## src/hdl/hbe_pkg.sv

```systemverilog
`default_nettype none

package hbe_pkg;

	localparam int MAX_DIMENSION = 64;
	localparam int ACC_W = 24;

	localparam logic [63:0] FNV_BASIS = 64'hCBF29CE484222325;
	localparam logic [7:0] PAIR_SEP = 8'h1F;
	localparam logic [2:0] TOKEN_WEIGHT = 3'd5;
	localparam logic [2:0] BIGRAM_WEIGHT = 3'd3;

	typedef struct packed {
		logic [7:0] text_byte;
		logic byte_present;
		logic end_of_text;
	} in_item_t;

	typedef struct packed {
		logic signed [15:0] element_value;
		logic [5:0] element_index;
		logic last_element;
	} out_item_t;

	// divisor is up to 2*sqrt < 2^33
	typedef struct packed {
		logic go;
		logic [63:0] dividend;
		logic [32:0] divisor;
	} div_req_t;

	typedef struct packed {
		logic done;
		logic [63:0] quo;
		logic [32:0] rem;
	} div_rsp_t;

	// one FNV-1a byte step; prime is 2^40 + 0x1B3, done as shifts and adds
	function automatic logic [63:0] fnv_step(input logic [63:0] h, input logic [7:0] c);
		logic [63:0] x;
		x = h ^ {56'd0, c};
		return (x << 40) + (x << 8) + (x << 7) + (x << 5) + (x << 4) + (x << 1) + x;
	endfunction

	function automatic logic [63:0] empty_hash();
		logic [55:0] word;
		logic [63:0] h;
		word = "<empty>";
		h = FNV_BASIS;
		for (int i = 0; i < 7; i++) begin
			h = fnv_step(h, word[55 - 8 * i -: 8]);
		end
		return h;
	endfunction

	localparam logic [63:0] EMPTY_HASH = empty_hash();

endpackage

`default_nettype wire

```

## src/hdl/hbe_div.sv

```systemverilog
`default_nettype none

// restoring divider, one quotient bit per cycle, 64 steps
module hbe_div import hbe_pkg::*; (
	input wire logic clk,
	input wire logic arst_n,
	input wire div_req_t req,
	output div_rsp_t rsp
);

	logic [63:0] quo_q;
	logic [32:0] rem_q;
	logic [32:0] div_q;
	logic [5:0] cnt_q;
	logic run_q;
	logic done_q;

	logic [33:0] part;
	logic [33:0] diff;
	logic ge;

	assign part = {rem_q, quo_q[63]};
	assign diff = part - {1'b0, div_q};
	assign ge = part >= {1'b0, div_q};

	always_ff @(posedge clk or negedge arst_n) begin
		if (!arst_n) begin
			run_q <= 1'b0;
			cnt_q <= '0;
		end else begin
			if (req.go) begin
				run_q <= 1'b1;
				cnt_q <= '0;
			end else if (run_q) begin
				cnt_q <= cnt_q + 6'd1;
				if (cnt_q == 6'd63) begin
					run_q <= 1'b0;
				end
			end
		end
	end

	always_ff @(posedge clk or negedge arst_n) begin
		if (!arst_n) begin
			done_q <= 1'b0;
		end else begin
			done_q <= !req.go && run_q && (cnt_q == 6'd63);
		end
	end

	always_ff @(posedge clk) begin
		if (req.go) begin
			quo_q <= req.dividend;
			rem_q <= '0;
			div_q <= req.divisor;
		end else if (run_q) begin
			rem_q <= ge ? diff[32:0] : part[32:0];
			quo_q <= {quo_q[62:0], ge};
		end
	end

	assign rsp.done = done_q;
	assign rsp.quo = quo_q;
	assign rsp.rem = rem_q;

endmodule

`default_nettype wire

```

## config.mk

```make
export PLATFORM = sky130hd
export DESIGN_NAME = hbe_div
export DESIGN_NICKNAME = d
export VERILOG_FILES = /design/src/hdl/hbe_pkg.sv /design/src/hdl/hbe_div.sv
export SDC_FILE = /design/constraint.sdc
export NUM_CORES = 1
export LEC_CHECK = 0
export BUFFER_PORTS_ARGS = -buffer_cell sky130_fd_sc_hd__buf_2
export CAP_MARGIN = 20
export CORE_ASPECT_RATIO = 1.4
export CORE_MARGIN = 10
export CORE_UTILIZATION = 55
export CTS_CLUSTER_SIZE = 12
export DETAILED_ROUTE_END_ITERATION = 12
export GPL_TIMING_DRIVEN = 0
export PLACE_DENSITY = 0.88
export SLEW_MARGIN = 20
export SYNTH_ARGS = -nofsm -noshare
export SYNTH_HDL_FRONTEND = slang
export SYNTH_SLANG_ARGS = --single-unit
```

## constraint.sdc

```tcl
create_clock -name clk -period 10.2 [get_ports clk]
set_clock_uncertainty 0.2 [all_clocks]
set_input_delay 1.02 -clock clk [delete_from_list [all_inputs] [get_ports clk]]
set_output_delay 1.02 -clock clk [all_outputs]
set_load 0.02 [all_outputs]
```

* After elaboration in Yosys (flattened, before gate mapping)
Cells that the tools add are included.
Word-level totals: register bits after elaboration 138, word-level logic and storage cells 22, bits of input ports 100
Operators by class: equality and inequality tests 1, order comparisons 1, add/sub/neg operators 2, multiplexer cells 8, reduce and logical (&&, ||, !) cells 4
Operator list (number):
- two-way mux 64 bit | 2
- >= comparator 34 x 33 -> 1 bit | 1
- two-way mux 33 bit | 1
- subtractor 33 bit | 1
- two-way mux 6 bit | 2
- adder 6 x 1 -> 6 bit (second input constant) | 1
- equality test 6 bit (second input constant) | 1
- two-way mux 1 bit | 3
- logical AND 1 bit | 2
- nonzero test 2 bit | 1
- logical NOT 1 bit | 1

* Longest topological paths before layout
Gate-level depths: netlist of the first run.
word-level depth 4, depth in mapped cells 15

* Worst setup path before layout of the first run
OpenSTA, ideal clock, no wires.
path type register to register, start reg quo_q[63], end reg quo_q[0], data pin, slack 6.816 ns, period minus slack after synthesis 3.384 ns, path buffers 2, data required time 9.740 ns, cell stages (with the launch flop) 14, arrival time 2.924 ns, setup time 0.260 ns, path through edfxtp_1 > inv_1 > ha_1 > inv_1 > fa_1 > a21oi_1 > o2bb2ai_1 > o31ai_1 > o21a_1 > a21oi_1 > or2_1 > buf_6 > clkbuf_1 > mux2_2
On the way: cells in the longest elaborated chain, start to end 3
Ends and longest elaborated chain:
- from (decl) | RTL line hbe_div.sv:11 | logic [63:0] quo_q;
- from (signal assigned) | RTL line hbe_div.sv:53 | quo_q <= req.dividend;
- from (signal assigned) | RTL line hbe_div.sv:58 | quo_q <= {quo_q[62:0], ge};
- >= comparator 34 x 33 -> 1 bit | RTL line hbe_div.sv:24 | assign ge = part >= {1'b0, div_q};
- two-way mux 64 bit | RTL line hbe_div.sv:56 | end else if (run_q) begin
- two-way mux 64 bit | RTL line hbe_div.sv:52 | if (req.go) begin
No other way between the ends. The select of a mux whose other input is x is not followed. A chain may end at the register's enable or synchronous reset.

* Worst setup path after layout of the first run
start reg quo_q[63], end reg rem_q[9]
On the way: cells in the longest elaborated chain, start to end 2, elaborated cells on any way between the ends 3, those cells by class 1 x add/sub; 1 x order compare; 1 x mux
Ends and longest elaborated chain:
- subtractor 33 bit / >= comparator 34 x 33 -> 1 bit (equally long branches) | RTL line hbe_div.sv:23, hbe_div.sv:24
- two-way mux 33 bit * | RTL line hbe_div.sv:57 | rem_q <= ge ? diff[32:0] : part[32:0];
- to (signal assigned) | RTL line hbe_div.sv:57
- to (decl) | RTL line hbe_div.sv:12 | logic [32:0] rem_q;
Every way passes the cells marked *; elsewhere a longest branch is shown, timed or not.

==> results.py, run 1 <==
metrics = {
    "status": {
        "status": "finished clean",
    },
    "critical_path": {
        "cp_max_fo": 10,
        "arrival_ns": 4.10,
        "critPathRequiredTime_ns": 10.33,
        "endpoint_kind": "flip-flop",
        "cp-start-kind": "flip-flop",
        "timing_worst_setup_path_type": "flip-flop to flip-flop",
    },
    "logic_synthesis": {
        "synth_nets": 832,
        "ys_seq_elements": 138,
        "syn_avg_cell_area_sq_um": 10.7,
        "ys_seq_area_share_pct": 50.6,
        "syn_area_sq_um": 7460,
        "synth_ff_type": "edfxtp_1",
        "ys_warn_count": 0,
        "synth-async-reset-ratio_pct": 5.80,
        "synth_enable_flop_cells": 97,
        "postSynthCellCount": 697,
        "synth.distinct_cells": 59,
    },
    "route": {
        "drtPass1Iterations": 5,
        "via_per_inst": 5.67,
        "ant_nets": 0,
        "drc": 0,
        "drtIter0Drc": 397,
        "finalWirelength_microns": 21400,
        "wire_per_inst_microns": 19.3,
        "via_count": 6295,
    },
    "placed_design": {
        "gp_congestion": 0.932,
        "port_buffers": 197,
        "dp_hpwl_microns": 16300,
    },
    "timing": {
        "post-route-min-period_ns": 3.97,
        "rsz0062_at_grt": "no",
        "tightest_slew_ns": 0.849,
        "setup_tns_ns": 0,
        "hold_violations": 0,
        "setup_viol": 0,
        "slew_viol_final": 0,
        "max_freq_mhz": 252,
        "fin_crit_sh_pct": 39.0,
        "slew_headroom_pct": 43.4,
    },
    "power_and_ir_drop": {
        "swShare_pct": 38.2,
        "p_sw_mw": 0.852,
        "powerDensity_nw_per_um2": 241,
        "finalPower_mw": 2.23,
        "pwr-share-comb_pct": 38.3,
        "power_frac_clock_pct": 27.2,
        "irDropWorstVdd_uv": 144,
        "p_leak_nw": 4.05,
        "seq_power_share_pct": 34.4,
        "p_int_mw": 1.38,
    },
    "global_route": {
        "grt_pass1_vias": 6642,
        "grt_pass1_wl_microns": 33300,
        "gr-total-overflow": 0,
        "grtUsageTotal_pct": 22.5,
        "antenna_found_initial": 2,
        "grt_start_max_net_pins": 45,
    },
    "cells_and_area": {
        "area_growth_pct": 24.4,
        "final_cell_mix": "buf_2, edfxtp_1, nand2_1",
        "final_common_cell": "buf_2",
        "fin_nets": 1049,
        "num-fill-cells": 984,
        "drive_gt1_share_pct": 33.3,
        "utilization_pct": 69.6,
    },
    "clock_network": {
        "cts_tree": "done",
        "clock-sinks": 138,
        "htree_num_levels": 4,
        "insertion_delay_ns": 0.43,
        "ctsResizeCount": 0,
        "clk_pin_slew_ns": 0.06,
        "cts_root_buffer": "clkbuf_16",
        "cts_hold_buf": 0,
        "post_cts_buffers": 0,
        "cts_buffer_depth": 2,
        "cts_buffers": 17,
    },
    "floorplanning": {
        "fp-row-count": 50,
        "start_util_pct": 56.0,
        "die_w_microns": 118,
        "core-area_sq_um": 13300,
        "die-area_sq_um": 18700,
        "io_pins": 198,
        "fp.dieH_microns": 158,
    },
    "min_path": {
        "min_path_type": "input port to asynchronous set/reset pin",
    },
    "flow_run": {
        "cap_violations": 0,
    },
}
==> final timing paths <==
path,endpoint,startpoint,depth (start not counted),slack (ns)
worst max-delay path,rem_q[9],quo_q[63],13,6.23
worst min-delay path,cnt_q[1],arst_n,1,0.23
worst max register to register,rem_q[9],quo_q[63],13,6.23
worst min register to register,rem_q[11],rem_q[11],2,0.31
max in group asynchronous,cnt_q[4],arst_n,1,9.40
min in group clk,rem_q[11],rem_q[11],2,0.31
==> per-stage QoR <==
stage / cells / cell area, sq um / worst slack, ns / hold WS (ns)
floorplan: 697 / 7460 / 6.82 / 0.313
global placement: 1076 / 8670 / 6.14 / 0.299
finish: 1110 / 9280 / 6.23 / 0.227
detailed placement: 1077 / 8690 / 6.35 / 0.309
global route: 1110 / 9280 / 5.98 / 0.223
CTS: 1109 / 9270 / 6.29 / 0.219
==> power groups by stage <==
stage	registers (mW)	logic, mW	clock network (mW)
after floorplan	0.853	0.515	0
after global placement	0.774	0.826	0
after detailed placement	0.777	0.842	0
after CTS	0.768	0.849	0.613
after global routing	0.781	0.936	0.637
final	0.769	0.857	0.608
==> critical path, stage by stage (launching register included) <==
cell and delay, ns:
edfxtp_1 0.46, inv_1 0.09, ha_1 0.15, inv_1 0.05, fa_1 0.42, a21oi_1 0.17
o2bb2ai_1 0.12, o31ai_1 0.51, o21a_1 0.32, a21oi_1 0.14, nor2_1 0.32, clkbuf_1 0.50
nand2_1 0.16, a311oi_1 0.27
==> kinds of logic after synthesis <==
logic type | Yosys count | synth area share [%]
DFF | 138 | 50.6
muxes | 66 | 9.93
adders and majority gates | 35 | 5.97
AOI/OAI and AO/OA | 141 | 13.0
xor gates and xnor gates | 31 | 3.64
and+or+nand+nor | 203 | 12.0
buffers and inverters | 83 | 4.85
==> final cells by class <==
class                   instances  area, sq um  share of cell area [%]
clock buffers                  18          429                    4.63
repair buffers                198         1010                    10.8
plain buffers                  41          204                    2.20
well taps                     182          228                    2.46
diodes                          1         2.50                  0.0270
multi-input cells             476         3330                    35.9
clock inverters                14          149                    1.61
inverters                      42          158                    1.70
flip-flops and latches        138         3770                    40.7
==> cell usage after synthesis (5+ instances only) <==
library cell | n | area share, %
dfrtp_1 | 8 | 2.7
o21ai_0 | 24 | 1.6
nor2_1 | 64 | 3.2
nand4_1 | 13 | 1.1
nand2b_1 | 7 | 0.59
nand3_1 | 14 | 0.94
a21o_1 | 8 | 0.81
nor2b_1 | 7 | 0.59
inv_1 | 42 | 2.1
ha_1 | 34 | 5.7
xnor2_1 | 20 | 2.3
nand2_1 | 78 | 3.9
edfxtp_1 | 97 | 39
dfxtp_1 | 33 | 8.9
xor2_1 | 11 | 1.3
mux2_2 | 64 | 9.7
a21oi_1 | 40 | 2.7
clkbuf_1 | 28 | 1.4
a311oi_1 | 25 | 2.9
nor3_1 | 5 | 0.34
==> routing by layer <==
layer	vias up	global-route usage [%]	part of all wire (%)
li1	2968	-	-
met1	2965	22.7	35
met2	310	39.8	52
met3	50	9.95	10
met4	2	9.85	2.8
met5	-	0	0.070
==> state kept, by name (all words and copies together), names as in the netlist <==
signal and cells:
run_q 1, div_q 33, cnt_q 6, done_q 1, quo_q 64, rem_q 33
Power figures use the tool's default switching activity.
==> run 2: changes to the inputs <==
CORE_UTILIZATION = 53   (was 55)
PLACE_DENSITY = 0.85   (was 0.88)
clock period = 3.83 ns   (was 10.2 ns; I/O delays follow)
==> run 2 against run 1 <==
  * Critical path depth unchanged
  * Sequential power rose to 2.7 times the previous value
  * Core utilization up 0.19 points
  * Die area grew 3.2%
  * Final area increased by 4.2%
  * Register-to-register slack worse by 6.0 ns
  * Sequential share of layout area is 1.6 points lower
  * First-iteration DRC count grew 13%
  * Cell count increased by 3.3%
  * Worst hold slack got worse by 0.18 ns
  * Flip-flop and latch count unchanged
  * Critical path type unchanged
  * Critical endpoint is now quo_q[0]
==> results.py, run 2 (same netlist as run 1, synthesis figures left out) <==
metrics = {
    "cells_and_area": {
        "fin_cells": 1147,
        "largest_reg_flops": 64,
        "reg.largest.list": "quo_q: 64 flops, div_q: 33 flops, rem_q: 33 flops",
        "final_cell_mix": "buf_2, edfxtp_1, nand2_1",
        "fin_area_sq_um": 9660,
        "largest_register": "quo_q",
        "utilization_pct": 69.8,
        "fin_nets": 1083,
        "num-fill-cells": 1056,
        "area_growth_pct": 29.6,
        "drive_gt1_share_pct": 32.9,
        "final_common_cell": "buf_2",
    },
    "critical_path": {
        "r2r-start": "quo_q[63]",
        "cp_slowest_cell": "edfxtp_1",
        "cp_max_fo": 10,
        "endpoint_kind": "flip-flop",
        "r2r-end": "quo_q[0]",
        "cp_num_cells": 13,
        "reg2regPathDepth": 13,
        "crit_end": "quo_q[0]",
        "timing_worst_setup_path_type": "flip-flop to flip-flop",
        "crit_family": "compound AO/OA/AOI/OAI gates",
        "critical_path.max_stage_delay_ns": 0.49,
        "worstSetupStartpoint": "quo_q[63]",
        "reg2reg_slack_ns": 0.21,
        "crit_buf_inv": 4,
        "cp-start-kind": "flip-flop",
        "critPathRequiredTime_ns": 3.81,
        "arrival_ns": 3.60,
        "path_cells": "inv_1, ha_1, inv_1, fa_1, a21oi_1, o2bb2ai_1, o31ai_4, o21a_2, a21oi_1, or2_1, buf_6, clkbuf_2, mux2_2",
    },
    "power_and_ir_drop": {
        "seq_power_share_pct": 33.6,
        "power_frac_clock_pct": 28.0,
        "p_leak_nw": 4.22,
        "p_sw_mw": 2.36,
        "swShare_pct": 38.7,
        "irDropWorstVdd_uv": 341,
        "powerDensity_nw_per_um2": 631,
        "pwr-share-comb_pct": 38.4,
        "p_int_mw": 3.74,
    },
    "floorplanning": {
        "die-area_sq_um": 19300,
        "fp-row-count": 51,
        "start_util_pct": 53.9,
        "die_w_microns": 120,
        "fp.dieH_microns": 160,
        "core-area_sq_um": 13800,
        "io_pins": 198,
    },
    "placed_design": {
        "dp_hpwl_microns": 16100,
        "dpl_cell_area_sq_um": 8700,
        "gp_congestion": 0.933,
        "port_buffers": 197,
        "dp.cells": 1080,
    },
    "flow_run": {
        "cap_violations": 0,
    },
    "route": {
        "finalWirelength_microns": 21700,
        "via_count": 6412,
        "drtIter0Drc": 448,
        "drtPass1Iterations": 5,
        "ant_nets": 0,
        "drc": 0,
        "wire_per_inst_microns": 18.9,
        "via_per_inst": 5.59,
    },
    "global_route": {
        "grt_pass1_vias": 6754,
        "busiest_layer": "met2",
        "grtUsageTotal_pct": 22.7,
        "grt_start_max_net_pins": 36,
        "globalRouteMet1Util_pct": 23.0,
        "gr-total-overflow": 0,
        "grt_pass1_wl_microns": 34800,
        "grt.met3_usage_pct": 8.74,
        "grtUsageMet2_pct": 39.9,
        "antenna_found_initial": 0,
    },
    "timing": {
        "slew_headroom_pct": 45.0,
        "setup_tns_ns": 0,
        "max_freq_mhz": 276,
        "setup_viol": 0,
        "hold_violations": 0,
        "slew_viol_final": 0,
        "post-route-min-period_ns": 3.62,
        "hold_ws_ns": 0.0521,
        "fin_crit_sh_pct": 94.4,
        "tightest_slew_ns": 0.824,
    },
    "clock_network": {
        "cts_buffer_depth": 2,
        "cts_root_buffer": "clkbuf_16",
        "htree_num_levels": 4,
        "cts_buffers": 17,
        "clock-sinks": 138,
        "clk_pin_slew_ns": 0.07,
        "cts_tree": "done",
        "insertion_delay_ns": 0.43,
    },
    "min_path": {
        "min_path_type": "input port to flip-flop",
    },
    "status": {
        "status": "finished clean",
    },
}
-- run 2: changes by cell type in the layout (fill, tap and decap cells not counted), moves of 2 or more --
cell,delta
dlygate4sd3_1,+34
clkbuf_1,-4
clkbuf_2,+3
clkinv_2,-2
inv_6,+7
clkinv_4,-4
inv_8,+2
-- run 2: power groups by stage --
| stage | Sequential [mW] | Combinational, mW | Clock, mW |
|---|---|---|---|
| global route | 2.08 | 2.57 | 1.78 |
| CTS | 2.05 | 2.30 | 1.72 |
| detailed placement | 2.07 | 2.25 | 0 |
| global placement | 2.06 | 2.21 | 0 |
| floorplan | 2.27 | 1.37 | 0 |
| finish | 2.05 | 2.34 | 1.71 |
-- run 2: cell type report --
cell class	instances	area, sq um	area share [%]
Tap cell	185	231	2.40
Clock buffer	17	425	4.40
Inverter	42	158	1.63
Clock inverter	15	176	1.83
Multi-Input combinational cell	476	3340	34.6
Antenna cell	1	2.50	0.0259
Timing Repair Buffer	232	1350	13.9
Sequential cell	138	3770	39.0
Buffer	41	210	2.18
-- run 2: how the worst min path moves through the flow --
stage | from | to | slack (ns) | depth (start not counted)
floorplan | arst_n | cnt_q[0] | -0.11 | 0
global placement | arst_n | cnt_q[3] | 0.03 | 1
detailed placement | arst_n | cnt_q[3] | 0.04 | 1
CTS | req[83] | quo_q[50] | 0.04 | 2
global route | req[52] | quo_q[19] | 0.04 | 2
finish | req[83] | quo_q[50] | 0.05 | 2
-- run 2: worst reg2reg max path, cell delays in order, from the launching register on --
cell	delay, ns
edfxtp_1	0.49
inv_1	0.10
ha_1	0.16
inv_1	0.06
fa_1	0.42
a21oi_1	0.19
o2bb2ai_1	0.15
o31ai_4	0.29
o21a_2	0.25
a21oi_1	0.12
or2_1	0.26
buf_6	0.15
clkbuf_2	0.24
mux2_2	0.32
-- run 2: per-stage QoR --
stage	setup WS, ns	power, mW
2_1_floorplan	0.446	3.65
6_report	0.213	6.10
5_1_grt	-0.0159	6.43
3_3_place_gp	-0.109	4.27
4_1_cts	0.00670	6.07
3_5_place_dp	-0.137	4.33
-- run 2: timing repair --
item	4_1_cts	5_1_grt
buffers inserted	0	0
hold buffers	34	0
endpoints found under the hold margin	41	0
cloned	0	0
resized for setup	1	9
setup endpoints to repair	11	31
-- run 2: routing by layer --
| layer | vias to the layer above | wire length [microns] |
|---|---|---|
| li1 | 3047 | - |
| met1 | 3018 | 7770 |
| met2 | 294 | 11200 |
| met3 | 53 | 2060 |
| met4 | 0 | 666 |
| met5 | - | 0 |
==> run 3: changes to the inputs <==
--- a/config.mk
+++ b/config.mk
@@ -12,2 +12,3 @@
 export CORE_UTILIZATION = 53
+export CTS_BUF_LIST = sky130_fd_sc_hd__clkbuf_16
 export CTS_CLUSTER_SIZE = 12
@@ -16,3 +17,2 @@
 export PLACE_DENSITY = 0.85
-export SLEW_MARGIN = 20
 export SYNTH_ARGS = -nofsm -noshare
==> constraint.sdc (replaced) <==
create_clock -name clk -period 3.83 [get_ports clk]
set_clock_uncertainty 0.2 [all_clocks]
set_input_delay 0.5745 -clock clk [delete_from_list [all_inputs] [get_ports clk]]
set_output_delay 0.5745 -clock clk [all_outputs]
set_load 0.02 [all_outputs]
==> run 3 against run 2 <==
  * Final area shrank 3.5%
  * Sequential share of layout area is 1.4 points higher
  * Non-clock buffer count is 34 lower
  * Worst setup slack gained 0.016 ns
  * Clock power barely moved
  * Register-to-register slack better by 0.02 ns
  * Via count is 2.5% lower
  * Worst hold slack better by 0.070 ns
  * Flip-flop and latch count stayed put
  * Count of clock-buffer cells in the layout is the same
  * Critical path depth stayed put
  * Routed wire length decreased by 3.4%
  * Largest cell class unchanged
  * Highest routed layer unchanged
==> results.py, run 3 (same netlist as run 1, synthesis figures left out) <==
metrics = {
    "route": {
        "wire_per_inst_microns": 18.8,
        "finalWirelength_microns": 21000,
        "drc": 0,
        "drtPass1Iterations": 6,
        "via_per_inst": 5.60,
        "via_count": 6253,
        "drtIter0Drc": 390,
        "ant_nets": 0,
    },
    "global_route": {
        "antenna_found_initial": 2,
        "grt_pass1_wl_microns": 33300,
        "gr-total-overflow": 0,
        "grt_pass1_vias": 6469,
        "grt_start_max_net_pins": 66,
        "grtUsageTotal_pct": 21.7,
    },
    "timing": {
        "rsz0062_at_grt": "no",
        "tightest_slew_ns": 0.895,
        "setup_tns_ns": 0,
        "setup_viol": 0,
        "hold_ws_ns": 0.122,
        "slew_headroom_pct": 40.3,
        "slew_viol_final": 0,
        "post-route-min-period_ns": 3.60,
        "fin_ws_ns": 0.229,
        "max_freq_mhz": 278,
        "hold_violations": 0,
        "fin_crit_sh_pct": 94.0,
    },
    "clock_network": {
        "clk_pin_slew_ns": 0.06,
        "cts_buffers": 17,
        "cts_buffer_depth": 2,
        "cts_tree": "done",
        "clock-sinks": 138,
        "htree_num_levels": 4,
        "cts_root_buffer": "clkbuf_16",
        "insertion_delay_ns": 0.42,
    },
    "critical_path": {
        "cp_max_fo": 10,
        "endpoint_kind": "flip-flop",
        "timing_worst_setup_path_type": "flip-flop to flip-flop",
        "arrival_ns": 3.57,
        "critPathRequiredTime_ns": 3.80,
        "cp-start-kind": "flip-flop",
        "r2r-start": "quo_q[63]",
        "worstSetupStartpoint": "quo_q[63]",
    },
    "power_and_ir_drop": {
        "finalPower_mw": 6.07,
        "irDropWorstVdd_uv": 358,
        "powerDensity_nw_per_um2": 651,
        "p_leak_nw": 4.07,
    },
    "placed_design": {
        "port_buffers": 197,
        "dp_hpwl_microns": 16000,
        "gp_congestion": 0.933,
        "preCtsSetupSlack_ns": -0.119,
    },
    "cells_and_area": {
        "area_growth_pct": 25.1,
        "drive_gt1_share_pct": 33.8,
        "utilization_pct": 67.4,
        "final_common_cell": "buf_2",
        "largest_register": "quo_q",
        "largest_reg_flops": 64,
        "fin_nets": 1049,
        "reg.largest.list": "quo_q: 64 flops, div_q: 33 flops, rem_q: 33 flops",
        "final_cell_mix": "buf_2, edfxtp_1, nand2_1",
    },
    "floorplanning": {
        "fp-row-count": 51,
        "die-area_sq_um": 19300,
        "start_util_pct": 53.9,
        "die_w_microns": 120,
        "fp.dieH_microns": 160,
        "core-area_sq_um": 13800,
        "io_pins": 198,
    },
    "flow_run": {
        "cap_violations": 0,
    },
    "min_path": {
        "min_path_type": "input port to flip-flop",
        "worstHoldStart": "req[7]",
    },
    "status": {
        "status": "finished clean",
    },
}
==> run 3: where the power goes <==
| part | total, mW | switching (mW) | internal, mW |
|---|---|---|---|
| Sequential | 2.05 | 0.200 | 1.85 |
| Clock | 1.73 | 0.688 | 1.04 |
| Combinational | 2.29 | 1.42 | 0.878 |
==> run 3: worst paths after layout <==
path / endpoint / slack, ns / cells past startpoint
max: quo_q[0] / 0.23 / 13
min: div_q[7] / 0.12 / 1
max reg2reg: quo_q[0] / 0.23 / 13
min reg2reg: rem_q[4] / 0.31 / 2
max in group asynchronous: run_q / 2.92 / 2
min in group asynchronous: cnt_q[3] / 0.35 / 2
==> run 3: through the flow <==
| step | instance area [sq um] | cells |
|---|---|---|
| after CTS | 9310 | 1112 |
| after global routing | 9320 | 1113 |
| after global placement | 8680 | 1079 |
| final | 9330 | 1116 |
| after floorplan | 7460 | 697 |
| after detailed placement | 8680 | 1079 |
==> run 3: cell type report <==
cell class                 instances  area (sq um)
timing repair buffer             198           996
sequential                       138          3770
inverter                          42           158
clock buffer                      17           425
clock inverter                    15           188
tap                              185           231
antenna                            4          10.0
multi-input combinational        476          3340
fill                            1096          4520
buffer                            41           206
==> run 3: layer usage <==
metal	part of all wire (%)	routed length [microns]	GRT usage, %
met1	36	7460	21.8
met2	51	10800	38.0
met3	9.8	2060	8.88
met4	3.3	692	10.1
met5	0	0	0
==> run 3: critical path: stages, from the launching register on <==
cell and delay, ns:
edfxtp_1 0.48, inv_1 0.10, ha_1 0.16, inv_1 0.06, fa_1 0.42, a21oi_1 0.18, o2bb2ai_1 0.16, o31ai_4 0.30
o21a_2 0.25, a21oi_1 0.11, or2_1 0.25, buf_6 0.15, clkbuf_2 0.24, mux2_2 0.32
==> run 3: timing repair <==
item	CTS	global route
setup buffers	0	0
endpoints found under the setup margin	11	25
hold endpoints to repair	8	0
hold buffers	1	0
resized for setup	1	6
